$ cat src/hw/rtl/weighted_voronoi_balance_unit_defines.svh
// ----------------------------------------------------------------------------
// Weighted Voronoi balance unit assertion macros
// Shared concurrent assertion forms used by the RTL of the block.
// ----------------------------------------------------------------------------
`ifndef WEIGHTED_VORONOI_BALANCE_UNIT_DEFINES_SVH
`define WEIGHTED_VORONOI_BALANCE_UNIT_DEFINES_SVH

// Same-cycle implication, disabled during reset.
`define WVB_ASSERT_IMP(label, clk, rst, ante, cons) \
  label: assert property (@(posedge clk) disable iff (rst) (ante) |-> (cons)) \
    else $error("weighted voronoi balance check failed");

// Next-cycle implication, disabled during reset.
`define WVB_ASSERT_NXT(label, clk, rst, ante, cons) \
  label: assert property (@(posedge clk) disable iff (rst) (ante) |=> (cons)) \
    else $error("weighted voronoi balance check failed");

`endif

$ cat src/hw/rtl/wvb_pkg.sv
// ----------------------------------------------------------------------------
// Weighted Voronoi balance package
// Widths, codes, state encoding and memory entry layouts of the block.
// ----------------------------------------------------------------------------
package wvb_pkg;

  localparam int NCENTERS     = 16;
  localparam int IDX_W        = 4;
  localparam int NUM_CTR_W    = 5;
  localparam int COORD_BITS   = 10;
  localparam int FRAC_BITS    = 6;
  localparam int POS_W        = 16;
  localparam int WEIGHT_W     = 16;
  localparam int FACTOR_W     = 16;
  localparam int FACTOR_SHIFT = 14;
  localparam int COUNT_BITS   = 24;
  localparam int SUM_W        = 34;
  localparam int DIST_W       = 34;
  localparam int TOTAL_W      = 28;
  localparam int LIM_W        = 45;
  localparam int CN_W         = 29;
  localparam int NUM_W        = 41;
  localparam int DEN_W        = 25;
  localparam int QUOT_W       = 16;
  localparam int LANES        = 3;

  localparam logic [WEIGHT_W-1:0]   WEIGHT_ONE = 16'd256;
  localparam logic [FACTOR_W-1:0]   FACTOR_ONE = 16'd16384;
  localparam logic [COUNT_BITS-1:0] COUNT_MAX  = {COUNT_BITS{1'b1}};
  localparam logic                  KIND_CELL   = 1'b0;
  localparam logic                  KIND_CENTER = 1'b1;

  typedef enum logic [1:0] {
    OP_LOAD,
    OP_CLASSIFY,
    OP_UPDATE,
    OP_NONE
  } opcode_t;

  typedef enum logic [1:0] {
    CFG_NUM_CENTERS,
    CFG_TOLERANCE,
    CFG_GROW,
    CFG_SHRINK
  } cfg_index_t;

  typedef enum logic [3:0] {
    ST_IDLE,
    ST_CL_SCAN,
    ST_CL_ACC_RD,
    ST_CL_ACC_WR,
    ST_UP_SUM,
    ST_UP_LIM,
    ST_UP_RD,
    ST_UP_PREP,
    ST_UP_DIV
  } state_t;

  typedef struct packed {
    logic [POS_W-1:0]    x;
    logic [POS_W-1:0]    y;
    logic [POS_W-1:0]    z;
    logic [WEIGHT_W-1:0] weight;
  } center_t;

  typedef struct packed {
    logic [SUM_W-1:0]      sum_x;
    logic [SUM_W-1:0]      sum_y;
    logic [SUM_W-1:0]      sum_z;
    logic [COUNT_BITS-1:0] count;
  } acc_t;

  typedef struct packed {
    logic             valid;
    logic             first;
    logic             last;
    logic [IDX_W-1:0] idx;
  } scan_tag_t;

endpackage

$ cat src/hw/rtl/wvb_argmin.sv
// ----------------------------------------------------------------------------
// Weighted Voronoi balance nearest-center search
// Four-stage pipeline taking one center per cycle: distance terms, squares,
// sum, then a cross-multiplied compare of distance over weight.
// ----------------------------------------------------------------------------
module wvb_argmin
  import wvb_pkg::*;
(
  input  logic             clk,
  input  logic             rst,
  input  scan_tag_t        tag,
  input  logic [POS_W-1:0] px,
  input  logic [POS_W-1:0] py,
  input  logic [POS_W-1:0] pz,
  input  center_t          cen,
  output logic             done,
  output logic [IDX_W-1:0] best
);

  scan_tag_t             t1, t2, t3;
  logic [POS_W-1:0]      dx, dy, dz;
  logic [2*POS_W-1:0]    sx, sy, sz;
  logic [DIST_W-1:0]     d3, bd;
  logic [WEIGHT_W-1:0]   w1, w2, w3, bw;
  logic [DIST_W+WEIGHT_W-1:0] lhs, rhs;
  logic                  take;

  assign lhs  = (DIST_W+WEIGHT_W)'(d3) * (DIST_W+WEIGHT_W)'(bw);
  assign rhs  = (DIST_W+WEIGHT_W)'(bd) * (DIST_W+WEIGHT_W)'(w3);
  assign take = t3.first || (lhs < rhs);

  always_ff @(posedge clk) begin
    if (rst) begin
      t1   <= '0;
      t2   <= '0;
      t3   <= '0;
      done <= 1'b0;
    end else begin
      t1   <= tag;
      t2   <= t1;
      t3   <= t2;
      done <= t3.valid && t3.last;
    end
  end

  always_ff @(posedge clk) begin
    dx <= (px > cen.x) ? px - cen.x : cen.x - px;
    dy <= (py > cen.y) ? py - cen.y : cen.y - py;
    dz <= (pz > cen.z) ? pz - cen.z : cen.z - pz;
    w1 <= cen.weight;
    sx <= (2*POS_W)'(dx) * (2*POS_W)'(dx);
    sy <= (2*POS_W)'(dy) * (2*POS_W)'(dy);
    sz <= (2*POS_W)'(dz) * (2*POS_W)'(dz);
    w2 <= w1;
    d3 <= DIST_W'(sx) + DIST_W'(sy) + DIST_W'(sz);
    w3 <= w2;
    if (t3.valid && take) begin
      bd   <= d3;
      bw   <= w3;
      best <= t3.idx;
    end
  end

endmodule

$ cat config.mk
export PLATFORM = sky130hd
export DESIGN_NAME = wvb_argmin
export DESIGN_NICKNAME = d
export VERILOG_FILES = /design/src/hw/rtl/weighted_voronoi_balance_unit_defines.svh /design/src/hw/rtl/wvb_pkg.sv /design/src/hw/rtl/wvb_argmin.sv
export SDC_FILE = /design/constraint.sdc
export NUM_CORES = 2
export LEC_CHECK = 0
export BUFFER_PORTS_ARGS = -buffer_cell sky130_fd_sc_hd__buf_2
export CAP_MARGIN = 20
export CELL_PAD_IN_SITES_DETAIL_PLACEMENT = 1
export CELL_PAD_IN_SITES_GLOBAL_PLACEMENT = 1
export CORE_MARGIN = 2
export CORE_UTILIZATION = 52
export DETAILED_ROUTE_END_ITERATION = 8
export PLACE_DENSITY = 0.81
export SKIP_LAST_GASP = 1
export SYNTH_ARGS = -nofsm -noshare
export SYNTH_HDL_FRONTEND = slang
export SYNTH_SLANG_ARGS = --single-unit
$ cat constraint.sdc
create_clock -name clk -period 15.7 [get_ports clk]
set_clock_uncertainty 0.05 [all_clocks]
set_input_delay 1.57 -clock clk [delete_from_list [all_inputs] [get_ports clk]]
set_output_delay 1.57 -clock clk [all_outputs]
set_load 0.01 [all_outputs]
==> results.md <==
Worst setup path:
- The data arrival time at the worst-slack endpoint is 10.24 ns.
- Of all nets on the critical path, the largest fanout is 54.
- The worst setup path is captured at a flip-flop.
- Counting both buffers and inverters, the worst setup path holds a total of 6.
- The maximum cell stage delay along the critical path is 0.98 ns.
- The worst setup path is launched from a flip-flop.
- The setup path with the least slack is of type reg2reg.
- By instance count, the cell type seen most on the critical path is fa_1.
- The slowest stage of the critical path is the edfxtp_1 cell.
- The critical path data required time is 15.89 ns.
- Broken down by cell family, the worst path's largest delay share belongs to adder cells.

Synth:
- The sequential share of the synthesized area is 9.344%.
- Yosys attributes the largest share of cell area to fa_1 (41%), ha_1 (13%), inv_1 (9.8%).
- In the synthesized netlist, the number of instances is 7744.
- Synthesis inferred 299 register bits.
- The number of warnings issued by yosys is 0.
- The synthesized design devotes to its leading area cell type 40.76% of total area.
- The synthesized cell area is 69850 um^2.
- The share of synthesized registers carrying an async set or reset is 0%.
- Yosys instantiated no cell more often than inv_1.
- The most used flip-flop cell after synthesis is dfxtp_1.
- The distinct cell type count of the synthesized netlist is 79.
- Of all cell types, the one taking the most synthesized area is fa_1.
- The number of flops mapped to enable cells by yosys is 54.
- Ranked by instance count, the synthesized netlist is headed by inv_1 (1821), fa_1 (1422), nand2_1 (1007).
- The average instance in the mapped netlist occupies 9.019 um^2.

Layout:
- The count of cells in the finished layout, fillers not included, comes to 9474.
- After routing the design area is 73410 um^2.
- The net count of the finished layout is 9932.
- The layout has 15630 filler cells.
- The layout overhead on the synthesized area is 5.098%.
- Measured on the finished design, the core utilization comes to 55.00%.
- The post-route netlist has 3.686% of its cells at a drive strength greater than 1.
- The area of combinational cells with multiple inputs is 55400 um^2.
- The sequential cell area in the final layout is 6534 um^2.

Floorplanning:
- The core region area is 133500 um^2.
- The width of the die is 370.5 um.
- The floorplan die area is 137300 um^2.
- The die is 370.5 um tall.
- The top-level I/O count is 126.
- Once the floorplan was initialized, standard cells occupied 52.34% of the core.
- Row generation in the floorplan step produced 134 rows.

Placement:
- At the end of routability-driven placement, the weighted congestion stood at 0.9178.
- The count of buffers from port buffering is 125.
- Detailed placement finished with a half-perimeter wire length of 163500 um.
- Including well taps, the total number of placed cells is 9398.
- Once placement finished, the instance area stood at 71980 um^2.

Clock network:
- The insertion delay of the later-clocked pin in the worst-skew pair is 0.63 ns.
- In this run, CTS created clock tree buffers numbering 41.
- The post-cts sizing count is 0.
- TritonCTS built the clock tree.
- Buffers inserted to repair hold after CTS numbered 0.
- After clock tree synthesis, the clock-pin slew on the worst setup and hold paths is 0.07 ns.
- The depth of the CTS H-tree is 2.
- The tree built by TritonCTS fans out to 299 sinks.
- The buffer type at the clock tree root is clkbuf_16.
- The buffer levels on the longest clock path is 3.
- Buffers added to address setup during post-CTS repair amount to 0.

Timing:
- The worst path needs 10.05 ns of the cycle, external delays included.
- The number of pins with negative max-slew slack in the final report is 0.
- Static timing analysis puts the maximum clock frequency at 99.50 MHz.
- In the finished design, the share of the clock period the worst path needs comes to 64.02%.
- Setup violations remaining at the end of the flow were counted as 0.
- The setup TNS is 0 ns.
- The headroom to the max-slew limit is 23.57%.
- The number of hold violations in the final report is 0.
- For the pin with the worst max-slew slack, the measured transition is 1.145 ns.
- Setup repair after global routing left no endpoint under its margin.

Global route:
- The global routing usage on met1 is 35.48%.
- The initial antenna violation count is 1.
- Entering global routing, the biggest net connects 55 pins.
- In this run the most used layer during global routing was met2.
- In the global route stage, overall resource usage came out at 30.79%.
- The met2 usage in global routing is 57.17%.
- The first-pass GRT wire length is 331500 um.
- The met3 layer usage reported by global route is 3.666%.
- The number of global-route vias before repair is 61950.
- For this run the aggregate overflow at the end of global routing stands at 0.

Flow run:
- The max-cap check violation count is 0.

Detailed routing:
- The count of unresolved DRC violations after routing is 0.
- The iteration count of the initial detailed-routing pass is 5.
- The detail-routed net length per standard cell is 21.67 um.
- After detailed routing, the total wire length is 205300 um.
- The detail route stage leaves a number of antenna-violating nets equal to 0.
- The routed via count divided by cell count is 5.573.
- The violation count after the first detailed-routing iteration is 2776.
- The via total after detailed routing is 52800.

Min path:
- In this run the worst hold path is classified as reg2reg.

Run status:
- The flow ran to the end, and the final reports show no timing, DRC or antenna violations.
==> cells in the final DEF, fill, tap and decap left out, drive strengths merged, types with 27 or more instances in the layout <==
master  synthesis  final
xnor2         163    163
nand2b         38     38
nand3          59     59
a31oi          29     29
dfxtp         245    245
nand4          43     43
o21bai         45     45
edfxtp         54     54
a21o          164    164
nor2          195    195
fa           1422   1422
nor3           37     37
xor2          103    103
clkbuf        279     55
and2          534    534
nor2b          72     72
ha            715    715
nand2        1007   1007
o21ai         142    142
a21oi         251    251
o21a           27     27
buf            11    175
inv          1821   1825
a211oi         41     41
==> worst paths after layout <==
kind | start | to | slack [ns] | cells after the start
worst min-delay path | w1[2] | w2[2] | 0.28 | 0
worst max-delay path | bd[22] | best[1] | 5.65 | 32
worst min register to register | w1[2] | w2[2] | 0.28 | 0
worst max register to register | bd[22] | best[1] | 5.65 | 32
==> cells by family (layout without fill, tap and decap cells) <==
family | Yosys count | in the layout | share of synthesized area (%)
AOI/OAI and AO/OA | 843 | 843 | 7.905
xor gates and xnor gates | 266 | 266 | 3.335
adders and majority gates | 2137 | 2137 | 53.56
buffers and inverters | 2111 | 2069 | 11.37
DFF | 299 | 299 | 9.344
muxes | 31 | 31 | 0.4532
other | 1 | 5 | 0.005369
and+or+nand+nor | 2056 | 2056 | 14.03
==> per-stage QoR <==
stage / setup WS (ns) / hold WS [ns]
floorplan: 3.923 / 0.2596
CTS: 5.748 / 0.2785
detailed placement: 5.814 / 0.2635
global route: 5.290 / 0.2876
global placement: 6.081 / 0.2612
finish: 5.650 / 0.2752
==> area by class of cell <==
type | instances | area share (%)
antenna | 2 | 0.006818
clock buffer | 55 | 1.655
clock inverter | 18 | 0.2676
inverter | 1821 | 9.311
multi-input combinational | 5336 | 75.47
sequential | 299 | 8.901
tap | 1768 | 3.013
timing repair buffer | 175 | 1.374
==> registers in the layout, indices dropped and copies added (netlist names) <==
signal / flops
bd: 34
best: 4
bw: 16
d3: 34
done: 1
dx: 16
dy: 16
dz: 16
sx: 31
sy: 31
sz: 31
t1: 7
t2: 7
t3: 7
w1: 16
w2: 16
w3: 16
==> per-layer routing <==
layer / up-vias / routed length (um)
met1: 27550 / 77520
met4: 2 / 9360
li1: 23260 / -
met2: 1495 / 108300
met3: 492 / 10080
met5: - / 10
Power is not shown: default switching activity piles up to over one toggle a cycle in this logic, so the estimate is an artifact.
