<file path="src/hw/rtl/weighted_voronoi_balance_unit_defines.svh">
// ----------------------------------------------------------------------------
// Weighted Voronoi balance unit assertion macros
// Shared concurrent assertion forms used by the RTL of the block.
// ----------------------------------------------------------------------------
`ifndef WEIGHTED_VORONOI_BALANCE_UNIT_DEFINES_SVH
`define WEIGHTED_VORONOI_BALANCE_UNIT_DEFINES_SVH

// Same-cycle implication, disabled during reset.
`define WVB_ASSERT_IMP(label, clk, rst, ante, cons) \
  label: assert property (@(posedge clk) disable iff (rst) (ante) |-> (cons)) \
    else $error("weighted voronoi balance check failed");

// Next-cycle implication, disabled during reset.
`define WVB_ASSERT_NXT(label, clk, rst, ante, cons) \
  label: assert property (@(posedge clk) disable iff (rst) (ante) |=> (cons)) \
    else $error("weighted voronoi balance check failed");

`endif

</file>
<file path="src/hw/rtl/wvb_pkg.sv">
// ----------------------------------------------------------------------------
// Weighted Voronoi balance package
// Widths, codes, state encoding and memory entry layouts of the block.
// ----------------------------------------------------------------------------
package wvb_pkg;

  localparam int NCENTERS     = 16;
  localparam int IDX_W        = 4;
  localparam int NUM_CTR_W    = 5;
  localparam int COORD_BITS   = 10;
  localparam int FRAC_BITS    = 6;
  localparam int POS_W        = 16;
  localparam int WEIGHT_W     = 16;
  localparam int FACTOR_W     = 16;
  localparam int FACTOR_SHIFT = 14;
  localparam int COUNT_BITS   = 24;
  localparam int SUM_W        = 34;
  localparam int DIST_W       = 34;
  localparam int TOTAL_W      = 28;
  localparam int LIM_W        = 45;
  localparam int CN_W         = 29;
  localparam int NUM_W        = 41;
  localparam int DEN_W        = 25;
  localparam int QUOT_W       = 16;
  localparam int LANES        = 3;

  localparam logic [WEIGHT_W-1:0]   WEIGHT_ONE = 16'd256;
  localparam logic [FACTOR_W-1:0]   FACTOR_ONE = 16'd16384;
  localparam logic [COUNT_BITS-1:0] COUNT_MAX  = {COUNT_BITS{1'b1}};
  localparam logic                  KIND_CELL   = 1'b0;
  localparam logic                  KIND_CENTER = 1'b1;

  typedef enum logic [1:0] {
    OP_LOAD,
    OP_CLASSIFY,
    OP_UPDATE,
    OP_NONE
  } opcode_t;

  typedef enum logic [1:0] {
    CFG_NUM_CENTERS,
    CFG_TOLERANCE,
    CFG_GROW,
    CFG_SHRINK
  } cfg_index_t;

  typedef enum logic [3:0] {
    ST_IDLE,
    ST_CL_SCAN,
    ST_CL_ACC_RD,
    ST_CL_ACC_WR,
    ST_UP_SUM,
    ST_UP_LIM,
    ST_UP_RD,
    ST_UP_PREP,
    ST_UP_DIV
  } state_t;

  typedef struct packed {
    logic [POS_W-1:0]    x;
    logic [POS_W-1:0]    y;
    logic [POS_W-1:0]    z;
    logic [WEIGHT_W-1:0] weight;
  } center_t;

  typedef struct packed {
    logic [SUM_W-1:0]      sum_x;
    logic [SUM_W-1:0]      sum_y;
    logic [SUM_W-1:0]      sum_z;
    logic [COUNT_BITS-1:0] count;
  } acc_t;

  typedef struct packed {
    logic             valid;
    logic             first;
    logic             last;
    logic [IDX_W-1:0] idx;
  } scan_tag_t;

endpackage

</file>
<file path="src/hw/rtl/wvb_div.sv">
// ----------------------------------------------------------------------------
// Weighted Voronoi balance centroid divider
// Three restoring division lanes sharing one divisor, one quotient bit per
// cycle, with the quotient saturated to sixteen bits.
// ----------------------------------------------------------------------------
module wvb_div
  import wvb_pkg::*;
(
  input  logic              clk,
  input  logic              rst,
  input  logic              start,
  input  logic [NUM_W-1:0]  num [LANES],
  input  logic [DEN_W-1:0]  den,
  output logic              busy,
  output logic              done,
  output logic [QUOT_W-1:0] quot [LANES]
);

  localparam int STEP_W = $clog2(QUOT_W);

  logic [NUM_W-1:0]  rem [LANES];
  logic [QUOT_W-1:0] q   [LANES];
  logic              sat [LANES];
  logic [NUM_W-1:0]  dsh;
  logic [STEP_W-1:0] step;

  always_ff @(posedge clk) begin
    if (rst) begin
      busy <= 1'b0;
      done <= 1'b0;
      step <= '0;
    end else if (start) begin
      busy <= 1'b1;
      done <= 1'b0;
      step <= STEP_W'(QUOT_W - 1);
    end else if (busy) begin
      step <= step - STEP_W'(1);
      if (step == '0) begin
        busy <= 1'b0;
        done <= 1'b1;
      end
    end
  end

  always_ff @(posedge clk) begin
    if (start) begin
      dsh <= {{(NUM_W - DEN_W - QUOT_W + 1){1'b0}}, den, {(QUOT_W - 1){1'b0}}};
      for (int l = 0; l < LANES; l++) begin
        rem[l] <= num[l];
        q[l]   <= '0;
        sat[l] <= num[l] >= {den, {QUOT_W{1'b0}}};
      end
    end else if (busy) begin
      dsh <= dsh >> 1;
      for (int l = 0; l < LANES; l++) begin
        if (rem[l] >= dsh) begin
          rem[l] <= rem[l] - dsh;
          q[l]   <= {q[l][QUOT_W-2:0], 1'b1};
        end else begin
          q[l]   <= {q[l][QUOT_W-2:0], 1'b0};
        end
      end
    end
  end

  always_comb begin
    for (int l = 0; l < LANES; l++) begin
      quot[l] = sat[l] ? {QUOT_W{1'b1}} : q[l];
    end
  end

endmodule

</file>
<file path="config.mk">
export PLATFORM = sky130hd
export DESIGN_NAME = wvb_div
export DESIGN_NICKNAME = d
export VERILOG_FILES = /design/src/hw/rtl/weighted_voronoi_balance_unit_defines.svh /design/src/hw/rtl/wvb_pkg.sv /design/src/hw/rtl/wvb_div.sv
export SDC_FILE = /design/constraint.sdc
export NUM_CORES = 1
export LEC_CHECK = 0
export BUFFER_PORTS_ARGS = -buffer_cell sky130_fd_sc_hd__buf_2
export CAP_MARGIN = 5
export CORE_AREA = 8 8 207 209
export CTS_BUF_LIST = sky130_fd_sc_hd__clkbuf_16
export DETAILED_ROUTE_END_ITERATION = 7
export DIE_AREA = 0 0 215 217
export GPL_TIMING_DRIVEN = 0
export PLACE_DENSITY_LB_ADDON = 0.05
export SLEW_MARGIN = 20
export SYNTH_ARGS = -nofsm -noshare
export SYNTH_HDL_FRONTEND = slang
export SYNTH_SLANG_ARGS = --single-unit
</file>
<file path="constraint.sdc">
create_clock -name clk -period 5.24 [get_ports clk]
set_input_delay 1.048 -clock clk [delete_from_list [all_inputs] [get_ports clk]]
set_output_delay 1.048 -clock clk [all_outputs]
set_load 0.01 [all_outputs]
</file>
==> reports/qor.yml, run 1 <==
n_antenna_cell: 0
crit_type: "reg2reg"
fin_area_um2: 20300
syn_nets: 2300
drv_cap: 0
num_vias: 15800
htree_num_levels: 1
worstSetupStartpointType: "register"
synthToLayoutAreaGrowth_pct: 15.2
post-route-period-util_pct: 91.0
fmax_mhz: 210
synthCells: 1950
switchingPower_w: 0.00230
synth-seq-cells: 220
core-area_um2: 39500
r2r-start: "dsh[1]"
synth-async-reset-ratio_pct: 0
dr.pass1.iters: 5
drc: 0
worstHoldPathCells: 2
drive_gt1_share_pct: 15.2
nNetsFinal: 2531
routedWlPerCell_um: 22.0
cts_made_buffers: 28
hold_start: "q[2][0]"
hold_end: "q[2][0]"
p_clk_share_pct: 31.5
r2r_cells: 16
seqCellArea_um2: 6390
crit_required_ns: 5.63
synth_area_leader_cell: "edfxtp_1"
clock_skew_ns: 0.0194
synth-edff-count: 198
switching_share_pct: 35.1
synth.area.top_cells: "edfxtp_1 (34%), ha_1 (14%), a21o_1 (4.9%), nand2_1 (4.7%), o21ai_0 (4.5%)"
io_buffers: 200
ant_nets: 0
track_usage_pct: 24.7
cts_setup_buffers: 0
dieHeight_um: 217
cts-root-buf: "clkbuf_16"
utilization_pct: 51.5
overflow: 0
finalHoldViolCount: 0
gp_congestion: 0.966
drt_iter0_drc: 1239
rsz0062_at_grt: "false"
p_leak_nw: 9.02
clk_path_buf_depth: 3
vdd_ir_drop_max_mv: 0.240
critPathCaptureType: "register"
initial_core_util_pct: 44.7
yosys-top-cells-count: "nand2_1 (220), edfxtp_1 (198), ha_1 (196)"
grt_first_pass_wirelength_mm: 90.4
yosys_warnings: 0
arrival_ns: 5.16
tns_ns: 0
multi_input_area_um2: 10500
first_global_vias: 15400
ys_seq_area_share_pct: 36.2
fp-row-count: 73
dpl-instance-area_um2: 19300
netlist_area_um2: 17600
power_frac_seq_pct: 33.1
internal-power_w: 0.00426
comb_power_share_pct: 35.4
outcome: "completed"
dieArea_um2: 46700
hpwl_mm: 48.5
cts_tree: "done"
clk_pin_slew_ns: 0.07
tightest_slew_ns: 0.988
rrSetupSlack_ns: 0.47
ys.flop_type: "edfxtp_1"
io_pins: 201
antenna_found_initial: 0
fin_crit_ns: 4.77
slew_headroom_pct: 33.3
vias_per_cell: 5.77
grt_max_degree: 56
crit_path_max_fanout: 10
clock-sinks: 220
synth.avg_cell_area_um2: 9.04
hold_buffers: 0
synth_top_area_share_pct: 33.7
reg2reg_to: "rem[0][60]"
synth.distinct_cells: 71
worstHoldPathType: "reg2reg"
setup_violations: 0
insertion_delay_ns: 0.57
die_x_um: 215
routed_wl_mm: 60.0
fillCellCount: 3825
slew_viol_final: 0
cts.repair.resized: 0
power.density_nw_per_um2: 323
synth_most_common_cell: "nand2_1"
## through the flow
step,setup slack (ns),instances,power [W],hold WS (ns)
CTS,0.455,2728,0.00658,0.504
global route,0.263,2728,0.00692,0.545
global placement,-0.540,2675,0.00447,0.494
floorplan,1.69,1950,0.00382,0.461
detailed placement,0.456,2676,0.00449,0.496
finish,0.474,2728,0.00656,0.499
## power by group through the flow
| stage | combinational, W | clock [W] | sequential (W) |
|---|---|---|---|
| final | 0.00232 | 0.00206 | 0.00217 |
| after detailed placement | 0.00228 | 0 | 0.00221 |
| after global placement | 0.00226 | 0 | 0.00221 |
| after floorplan | 0.00163 | 0 | 0.00219 |
| after global routing | 0.00256 | 0.00217 | 0.00219 |
| after CTS | 0.00230 | 0.00210 | 0.00217 |
## layout make-up
class | instances | share of cell area (%)
sequential | 220 | 31.5
clock inverter | 23 | 1.17
clock buffer | 29 | 3.57
tap | 525 | 3.24
inverter | 106 | 1.96
timing repair buffer | 201 | 5.07
multi-input combinational | 1547 | 51.8
buffer | 77 | 1.79
## flip-flops by register name (all words and copies together) (netlist names)
name and count:
sat 3, done 1, busy 1, rem 123, step 4, q 48, dsh 40
## cells by family (layout without fill, tap and decap cells)
family                     Yosys count  in the layout  synth area share, %
xor gates and xnor gates           107            107                 5.32
DFF                                220            220                 36.2
adders and majority gates          199            199                 14.3
AOI/OAI and AO/OA                  609            609                 21.8
and+or+nand+nor                    612            612                 17.0
muxes                               20             20                 1.16
buffers and inverters              183            436                 4.31
## layout by cell type, fill, tap and decap left out, types with 21 or more instances in the layout
cell type / Yosys / final
clkbuf_1: 55 / 55
dfxtp_1: 22 / 22
o21ai_0: 159 / 159
a21o_1: 116 / 116
a21oi_1: 128 / 128
buf_2: 14 / 214
ha_1: 196 / 196
nand3_1: 29 / 29
nand2_1: 220 / 220
nor3_1: 25 / 25
edfxtp_1: 198 / 198
xnor2_1: 57 / 57
nand4_1: 47 / 47
nor2b_1: 21 / 21
clkbuf_16: 0 / 29
and2_1: 47 / 47
o21a_1: 23 / 23
xor2_1: 50 / 50
o21ai_1: 43 / 43
nor2_1: 99 / 99
or2_2: 52 / 49
nand2b_1: 22 / 21
inv_1: 106 / 109
## metal layers
metal / vias up / share of wire [%] / global-route usage (%)
li1: 7629 / - / -
met1: 7580 / 46 / 34.0
met2: 456 / 46 / 40.3
met3: 87 / 5.6 / 3.69
met4: 0 / 2.8 / 6.79
met5: - / 0 / 0
## how the worst max path moves through the flow
stage | startpoint | to | slack, ns | cells past startpoint
5_1_grt | dsh[1] | rem[0][60] | 0.26 | 16
2_1_floorplan | dsh[1] | rem[0][19] | 1.69 | 14
3_5_place_dp | dsh[1] | rem[0][45] | 0.46 | 11
6_report | dsh[1] | rem[0][60] | 0.47 | 16
4_1_cts | dsh[1] | rem[0][71] | 0.45 | 11
3_3_place_gp | dsh[1] | rem[0][86] | -0.54 | 11
## worst max-delay path, cell delays in order, from the launching register on
cell	delay, ns
dfxtp_1	0.58
inv_1	0.24
ha_1	0.36
nor2b_1	0.15
o21ba_2	0.21
o21ai_1	0.20
a31oi_1	0.17
o31a_1	0.36
a31oi_2	0.41
o22ai_1	0.25
o41ai_2	0.47
buf_4	0.30
buf_6	0.21
buf_6	0.24
buf_6	0.24
nand2_1	0.11
o31ai_1	0.08
Note: power is estimated with default switching activity, not from simulation.
==> inputs of run 2 (changes only) <==
- CTS_BUF_LIST: sky130_fd_sc_hd__clkbuf_16 -> sky130_fd_sc_hd__clkbuf_8
==> run 2 against run 1 <==
Hold slack better by 0.00072 ns. Register-to-register slack better by 0.02 ns. Cell count is 1.1% higher. Via count is 0.86% higher. Critical path depth is 2 lower. Global-route usage increased by 0.32 points. Fmax is 0.35% higher. Clock skew is 0.012 ns higher. Die area unchanged. Count of clock-buffer cells in the layout grew 20. Critical path type unchanged.
==> reports/qor.yml, run 2 (synthesis results as in run 1) <==
antenna_found_initial: 1  # +1
critPathCaptureType: "register"
post-route-period-util_pct: 90.6  # -0.31 points
fmax_mhz: 211  # +0.35%
vias_per_cell: 5.76  # -0.20%
worstSetupStartpointType: "register"
power.density_nw_per_um2: 309  # -4.3%
initial_core_util_pct: 44.7  # unchanged
rsz0062_at_grt: "false"
top_register: "rem"
dpl-instance-area_um2: 19300  # unchanged
p_leak_nw: 9.03  # +0.16%
dr.pass1.iters: 6  # +1
finalHoldViolCount: 0  # unchanged
tightest_slew_ns: 0.991  # +0.00313 ns
largest_reg_flops: 123  # unchanged
worstHoldPathCells: 2  # unchanged
hold_buffers: 0  # unchanged
routed_wl_mm: 60.4  # +0.68%
utilization_pct: 51.1  # -0.32 points
setup_violations: 0  # unchanged
final_common_cell: "nand2_1"
cts.repair.resized: 0  # unchanged
drv_cap: 0  # unchanged
dieArea_um2: 46700  # unchanged
hold_ws_ns: 0.500  # +0.000715 ns
insertion_delay_ns: 0.62  # +0.05 ns
slew_headroom_pct: 33.1  # -0.21 points
track_usage_pct: 25.1  # +0.32 points
gp_congestion: 0.966  # unchanged
num_vias: 15900  # +0.86%
synthToLayoutAreaGrowth_pct: 14.4
crit_type: "reg2reg"
fp-row-count: 73  # unchanged
clock_skew_ns: 0.0312  # +0.0117 ns
nNetsFinal: 2547  # +0.63%
hpwl_mm: 48.5  # unchanged
hold_start: "q[2][0]"
crit_path_max_fanout: 10  # unchanged
core-area_um2: 39500  # unchanged
crit_required_ns: 5.56  # -0.07 ns
cts_tree: "done"
r2r_cells: 14  # -2
fin_area_um2: 20200  # -0.62%
power_w: 0.00624  # -4.9%
clk_pin_slew_ns: 0.06  # about the same
rrSetupSlack_ns: 0.49  # +0.02 ns
cts-root-buf: "clkbuf_8"
io_pins: 201  # unchanged
r2r-start: "dsh[1]"
routedWlPerCell_um: 21.9  # -0.38%
cts_made_buffers: 44  # +57%
outcome: "completed"
grt_first_pass_wirelength_mm: 91.0  # +0.75%
slew_viol_final: 0  # unchanged
htree_num_levels: 2  # +1
fin_crit_ns: 4.75  # -0.0164 ns
vdd_ir_drop_max_mv: 0.165  # -31%
n_antenna_cell: 0  # unchanged
reg2reg_to: "rem[0][79]"
final_cell_mix: "nand2_1 (220), buf_2 (214), edfxtp_1 (198), ha_1 (196), o21ai_0 (159)"
grt_max_degree: 56  # unchanged
ant_nets: 0  # unchanged
drt_iter0_drc: 1360  # +9.8%
reg_top3: "rem: 123 flops, q: 48 flops, dsh: 40 flops"
hold_end: "q[2][0]"
dieHeight_um: 217  # unchanged
worstHoldPathType: "reg2reg"
clock-sinks: 220  # unchanged
io_buffers: 200  # unchanged
die_x_um: 215  # unchanged
cts_setup_buffers: 0  # unchanged
arrival_ns: 5.07  # -0.09 ns
clk_path_buf_depth: 3  # unchanged
drc: 0  # unchanged
drive_gt1_share_pct: 15.7  # +0.56 points
overflow: 0  # unchanged
first_global_vias: 15600  # +1.4%
run 2: cell count changes in the layout (fill, tap and decap cells not counted), sizes merged:
cell / previous run / this run
bufinv: 5 / 1
clkinvlp: 3 / 0
clkinv: 12 / 16
clkbuf: 84 / 104
inv: 109 / 121
run 2: worst max-delay path, cell delays in order (launching register included):
cell	delay, ns
dfxtp_1	0.56
inv_1	0.23
ha_1	0.36
nor2b_1	0.15
o21ba_2	0.21
o21ai_1	0.20
a31oi_1	0.16
o31a_1	0.34
a31oi_2	0.44
o22ai_1	0.26
o41ai_2	0.47
buf_4	0.30
buf_6	0.21
buf_2	0.40
o31ai_1	0.16
run 2: where the power goes:
group,leakage [nW],switching [W],total [W],internal [W]
clock network,0.494,0.000836,0.00175,0.000909
registers,2.20,0.0000573,0.00217,0.00212
logic,6.33,0.00142,0.00232,0.000902
run 2: cell type report:
cell class / instances / area (um2)
fill: 3859 / 19300
multi-input combinational: 1547 / 10500
sequential: 220 / 6390
timing repair buffer: 201 / 1030
clock buffer: 49 / 674
tap: 525 / 657
inverter: 106 / 398
buffer: 77 / 363
clock inverter: 32 / 164
run 2: worst max path at each step:
stage / from / to / cells past startpoint
after floorplan: dsh[1] / rem[0][19] / 14
after global placement: dsh[1] / rem[0][86] / 11
final: dsh[1] / rem[0][79] / 14
after global routing: dsh[1] / rem[0][79] / 14
after CTS: dsh[1] / rem[0][77] / 11
after detailed placement: dsh[1] / rem[0][45] / 11
run 2: metal layers:
layer / vias to the layer above / routed length, um / track usage [%]
met3: 106 / 3980 / 4.55
met1: 7598 / 27300 / 34.0
met2: 519 / 27300 / 40.0
met4: 0 / 1940 / 8.51
met5: - / 0 / 0
li1: 7664 / - / -
run 2: metrics by stage:
step                worst slack [ns]  instances  TNS (ns)
floorplan                       1.69       1950         0
CTS                            0.431       2757         0
global placement              -0.540       2675    -21.91
detailed placement             0.456       2676         0
finish                         0.491       2757         0
global route                   0.235       2757         0
